File: config.mk
export PLATFORM = sky130hd
export DESIGN_NAME = csm_ctrl
export DESIGN_NICKNAME = d
export VERILOG_FILES = /design/src/rtl/csm_pkg.sv /design/src/rtl/csm_ctrl.sv
export SDC_FILE = /design/constraint.sdc
export NUM_CORES = 1
export LEC_CHECK = 0
export BUFFER_PORTS_ARGS = -buffer_cell sky130_fd_sc_hd__buf_4
export CAP_MARGIN = 5
export CORE_AREA = 2 2 39 41
export CTS_CLUSTER_SIZE = 25
export DETAILED_ROUTE_END_ITERATION = 16
export DIE_AREA = 0 0 41 43
export RECOVER_POWER = 25
export SETUP_SLACK_MARGIN = 0.4
export SYNTH_ARGS = -nofsm -noshare
export SYNTH_HDL_FRONTEND = slang
export SYNTH_SLANG_ARGS = --single-unit
export TNS_END_PERCENT = 10
File: constraint.sdc
create_clock -name clk_i -period 1 [get_ports clk_i]
set_clock_uncertainty 0.1 [all_clocks]
set_input_delay 0.1 -clock clk_i [delete_from_list [all_inputs] [get_ports clk_i]]
set_output_delay 0.1 -clock clk_i [all_outputs]
set_load 0.005 [all_outputs]
File: src/rtl/csm_pkg.sv
// ----------------------------------------------------------------------------
// csm_pkg: shared types for the CSR sparse matrix-vector block
// Payload structs, input command codes, controller states and the
// command/status bundles between controller and datapath.
// ----------------------------------------------------------------------------
package csm_pkg;

  typedef enum logic [1:0] {
    CMD_LOAD_NZ  = 2'd0,
    CMD_LOAD_END = 2'd1,
    CMD_LOAD_VEC = 2'd2,
    CMD_RUN      = 2'd3
  } csm_cmd_e;

  typedef struct packed {
    csm_cmd_e           cmd;
    logic [9:0]         slot;
    logic signed [31:0] value;
    logic [5:0]         column;
    logic [10:0]        row_end;
  } csm_in_t;

  typedef struct packed {
    logic [5:0]         row;
    logic signed [63:0] dot;
    logic               last;
  } csm_out_t;

  typedef enum logic [2:0] {
    ST_IDLE,
    ST_ROW_RD,
    ST_STREAM,
    ST_DRAIN,
    ST_EMIT
  } csm_state_e;

  // controller -> datapath
  typedef struct packed {
    logic accept;     // input transfer this cycle
    logic run_start;  // reset row and start pointers
    logic end_rd;     // read row end, load k, clear accumulator
    logic issue;      // read nonzero k, advance k
    logic emit;       // load result register
    logic next_row;   // advance to the next row
  } csm_ctl_t;

  // datapath -> controller
  typedef struct packed {
    logic k_lt_end;
    logic pipe_empty;
    logic last_row;
    logic rows_zero;
    logic out_free;
  } csm_stat_t;

endpackage

File: src/rtl/csm_ctrl.sv
// ----------------------------------------------------------------------------
// csm_ctrl: run sequencer
// Accepts load and run items, then steps a run row by row: fetch the row
// end, stream the row's nonzeros, drain the pipeline, emit the result.
// ----------------------------------------------------------------------------
module csm_ctrl (
  input  logic                clk_i,
  input  logic                rst_ni,
  input  logic                in_valid_i,
  input  csm_pkg::csm_cmd_e   in_cmd_i,
  output logic                in_stall_o,
  input  csm_pkg::csm_stat_t  stat_i,
  output csm_pkg::csm_ctl_t   ctl_o
);
  import csm_pkg::*;

  csm_state_e state_q, state_d;

  always_ff @(posedge clk_i or negedge rst_ni) begin
    if (!rst_ni) begin
      state_q <= ST_IDLE;
    end else begin
      state_q <= state_d;
    end
  end

  always_comb begin
    state_d    = state_q;
    ctl_o      = '0;
    in_stall_o = 1'b1;
    case (state_q)
      ST_IDLE: begin
        in_stall_o   = 1'b0;
        ctl_o.accept = in_valid_i;
        if (in_valid_i && in_cmd_i == CMD_RUN && !stat_i.rows_zero) begin
          ctl_o.run_start = 1'b1;
          state_d         = ST_ROW_RD;
        end
      end
      ST_ROW_RD: begin
        ctl_o.end_rd = 1'b1;
        state_d      = ST_STREAM;
      end
      ST_STREAM: begin
        if (stat_i.k_lt_end) begin
          ctl_o.issue = 1'b1;
        end else begin
          state_d = ST_DRAIN;
        end
      end
      ST_DRAIN: begin
        if (stat_i.pipe_empty) begin
          state_d = ST_EMIT;
        end
      end
      ST_EMIT: begin
        // hold until the result register can take the row
        if (stat_i.out_free) begin
          ctl_o.emit = 1'b1;
          if (stat_i.last_row) begin
            state_d = ST_IDLE;
          end else begin
            ctl_o.next_row = 1'b1;
            state_d        = ST_ROW_RD;
          end
        end
      end
      default: begin
        state_d = ST_IDLE;
      end
    endcase
  end

endmodule

==> run summary <==
The worst hold slack is -0.0157 ns. The global-route usage over all layers came out at 9.36%. The number of global-route vias before repair came to 258. The die is 43 microns tall.

The average instance area after synthesis is 8.39 sq um. TritonCTS built the clock tree. The count of final setup violators came out at 10. The flip-flop count of the largest register, all copies and words added is 3.

The commonest cells after synthesis are sky130_fd_sc_hd__nor2_1 (4), sky130_fd_sc_hd__dfrtp_1 (3). From left edge to right edge, the die measures 41 microns. The dominant combinational cell family by area after synthesis is simple AND/OR/NAND/NOR gates. Of the post-synthesis cell area, the part taken by muxes is 0%. The post-route non-filler standard cell count is 65. The fraction of the cycle the final worst path needs came out at 142%. For this run, design rule violations remaining after detail routing come to 0. The initial antenna violation count came out at 0. The number of buffers and inverters on the critical path is 1. Traced cell by cell, the critical path runs through or3_4 -> nor2_2 -> buf_4.

Ranked by total cell area, the synthesized netlist is headed by sky130_fd_sc_hd__dfrtp_1 (37%), sky130_fd_sc_hd__nand4b_1 (8.7%), sky130_fd_sc_hd__nor2_1 (7.5%). The final-stage net count came out at 60. The floorplan has 14 rows. The distinct cell type count of the synthesized netlist is 14. The async set-reset flop share out of synthesis came out at 100%.

In the synthesized netlist the dominant register cell turns out to be sky130_fd_sc_hd__dfrtp_1. The final critical path time including I/O delays and setup came out at 1.42 ns. The later-pin clock latency in the skew report came out at 0.24 ns. The mapped cell area is 201 sq um. The largest register by flop count is state_q. The share of the synthesized area in compound gates (AO/OA/AOI/OAI) is 8.70%.

The number of nets handed over by synthesis was 34. The iteration count of the initial detailed-routing pass came out at 4. The final hold violation count came to 1. On the critical path, the stage with the largest delay is an instance of sky130_fd_sc_hd__dfrtp_1. The effective utilization at floorplan is 14.6%. 0 antenna diodes ended up in the layout. The utilization after layout is 29.7%. After detailed routing, the average wire length per cell comes to 9.46 microns. The worst pin sits at a relative slew slack of 86.5%. The number of DRC markers after the initial detailed-route iteration is 3. Of the total synthesized cell area, the portion taken by XOR and XNOR cells is 0%. For this run the aggregate overflow at the end of global routing stands at 0.

The adder and majority cell fraction of the synthesized area is 0%. The highest attainable clock frequency is 703 MHz. The number of buffers on the longest clock path is 2.

The worst setup path is captured at an output port. Yosys instantiated no cell more often than sky130_fd_sc_hd__nor2_1. The clock drives 3 sinks.

The number of filler cells placed in the layout came out at 156. The cell sitting at the root of the clock tree is a sky130_fd_sc_hd__clkbuf_4. VDD sags by at most 0.000634 V. The post-CTS setup-driven buffer insertion count is 0. The number of port buffers came out at 16. The HPWL after detailed placement is 483 microns. The power density of the placed cells is 2250 nW/um^2. The worst setup path is launched from a register.

The number of enable flip-flop cells after synthesis came out at 0. The final reports fail on hold timing, setup timing. The cell family with the largest share of critical-path delay is simple AND/OR/NAND/NOR gates. The placer congestion estimate is 0.754. Entering global routing, the biggest net connects 8 pins.

The share of the yosys chip area belonging to registers came out at 37.3%. The detail-routed via count per cell came out at 4.12. The share of the synthesized area in the top cell type is 37.3%.

The delay contributed by the slowest stage of the critical path is 0.40 ns. The number of pins with negative max-slew slack in the final report is 0. From synthesis to final layout, the design area changed by 104%. Summing the areas of all and, or, nand and nor instances in the mapped netlist gives 50.3% of the synthesized area.

The cell taking the most area after synthesis is sky130_fd_sc_hd__dfrtp_1. The synthesis-stage register bit count came out at 3. After layout, the worst setup slack is -0.423 ns. The static leakage came out at 0.212 nW. The first global-routing pass estimated 986 microns of wire.

The number of levels the H-tree was split into came out at 1. The largest registers in the layout are state_q x3. Along the worst path, the maximum fanout reaches 4.

The count of pins on the block boundary came out at 17. The setup path with the least slack is of type reg -> out. For the worst setup path, the data arrival time is 1.22 ns. The placed cell area came out at 377 sq um. The count of antenna-violating nets left after detailed routing is 0. For this block, the routed nets add up to 615 microns of wire. The total negative setup slack is -2.77 ns. The finished cells cover 412 sq um. The count of synthesis-stage warnings from yosys is 0.

The number of standard cells after synthesis came out at 24. For the worst setup path, the data required time is 0.80 ns. The number of buffers inserted during clock tree synthesis came out at 3. The core area came out at 1380 sq um.

The via count is 268. The transition time of the tightest slew-check pin is 0.202 ns. The run finished, with violations left.

The number of placed cells counting well taps came out at 60. After clock tree synthesis, the clock-pin slew on the worst setup and hold paths is 0.04 ns. In this run the worst hold path is classified as in -> reg. Setup repair after global routing could not meet its margin everywhere. The fraction of layout instances using a drive strength above 1 came out at 53.1%. The floorplan step defined a die boundary enclosing 1760 sq um. The tool flagged a number of max-cap violations equal to 0.
## area by class of cell
| class | count | area (sq um) | share of cell area (%) |
|---|---|---|---|
| Clock buffer | 4 | 26.3 | 6.38 |
| Inverter | 2 | 7.51 | 1.82 |
| Multi-Input combinational cell | 19 | 126 | 30.7 |
| Sequential cell | 3 | 75.1 | 18.2 |
| Tap cell | 16 | 20.0 | 4.86 |
| Timing Repair Buffer | 21 | 156 | 38.0 |
## worst paths after layout
| kind | from | endpoint | slack, ns | cells past startpoint |
|---|---|---|---|---|
| worst max-delay path | state_q[0]$_DFFE_PN0P_ | ctl_o[5] | -0.42 | 3 |
| worst min-delay path | stat_i[0] | state_q[2]$_DFFE_PN0P_ | -0.02 | 2 |
| worst max register to register | state_q[1]$_DFFE_PN0P_ | state_q[0]$_DFFE_PN0P_ | -0.19 | 3 |
| worst min register to register | state_q[2]$_DFFE_PN0P_ | state_q[1]$_DFFE_PN0P_ | 0.48 | 2 |
| max in group asynchronous | rst_ni | state_q[0]$_DFFE_PN0P_ | 0.54 | 2 |
| min in group asynchronous | rst_ni | state_q[2]$_DFFE_PN0P_ | 0.10 | 2 |
## layer usage
metal,vias to the layer above,track usage (%),wire (microns)
li1,135,-,-
met1,119,9.39,246
met2,14,12.5,315
met3,0,3.14,54
met4,0,12.0,0
met5,-,0,0
## layout by cell type, fill, tap and decap left out
cell / count
sky130_fd_sc_hd__buf_4: 19
sky130_fd_sc_hd__nor2_2: 3
sky130_fd_sc_hd__clkbuf_4: 3
sky130_fd_sc_hd__dfrtp_1: 3
sky130_fd_sc_hd__nand4b_1: 2
sky130_fd_sc_hd__inv_1: 2
sky130_fd_sc_hd__nand2b_1: 2
sky130_fd_sc_hd__and3_1: 2
sky130_fd_sc_hd__nand2_1: 2
sky130_fd_sc_hd__clkbuf_1: 2
sky130_fd_sc_hd__or3_4: 1
sky130_fd_sc_hd__nor3b_1: 1
sky130_fd_sc_hd__nor2_1: 1
sky130_fd_sc_hd__nor3_1: 1
sky130_fd_sc_hd__o22ai_1: 1
sky130_fd_sc_hd__nand3b_1: 1
sky130_fd_sc_hd__a2111o_1: 1
sky130_fd_sc_hd__nand3_1: 1
sky130_fd_sc_hd__dlygate4sd3_1: 1
## power breakdown
part / total [W] / internal, W / leakage [nW] / switching [W]
combinational: 0.000489 / 0.000278 / 0.160 / 0.000211
sequential: 0.000222 / 0.000174 / 0.0373 / 0.0000485
clock: 0.000217 / 0.000150 / 0.0150 / 0.0000670
total: 0.000928 / 0.000601 / 0.212 / 0.000327
## metrics by stage
stage / setup slack [ns] / power (W)
after floorplan: -0.108 / 0.000445
after global placement: -0.173 / 0.000691
after detailed placement: -0.190 / 0.000707
after CTS: -0.430 / 0.000940
after global routing: -0.490 / 0.00101
final: -0.423 / 0.000928
## what timing repair did
item	4_1_cts	5_1_grt
setup endpoints to repair	10	10
gates resized for setup	0	1
hold endpoints to repair	4	0
hold buffers	1	0
pin swaps	1	0
## cells by family after synthesis
family          count (synthesis)
simple gates                   17
flops                           3
compound gates                  2
buf+inv                         2
No activity file was read; power rests on OpenSTA's default activity.
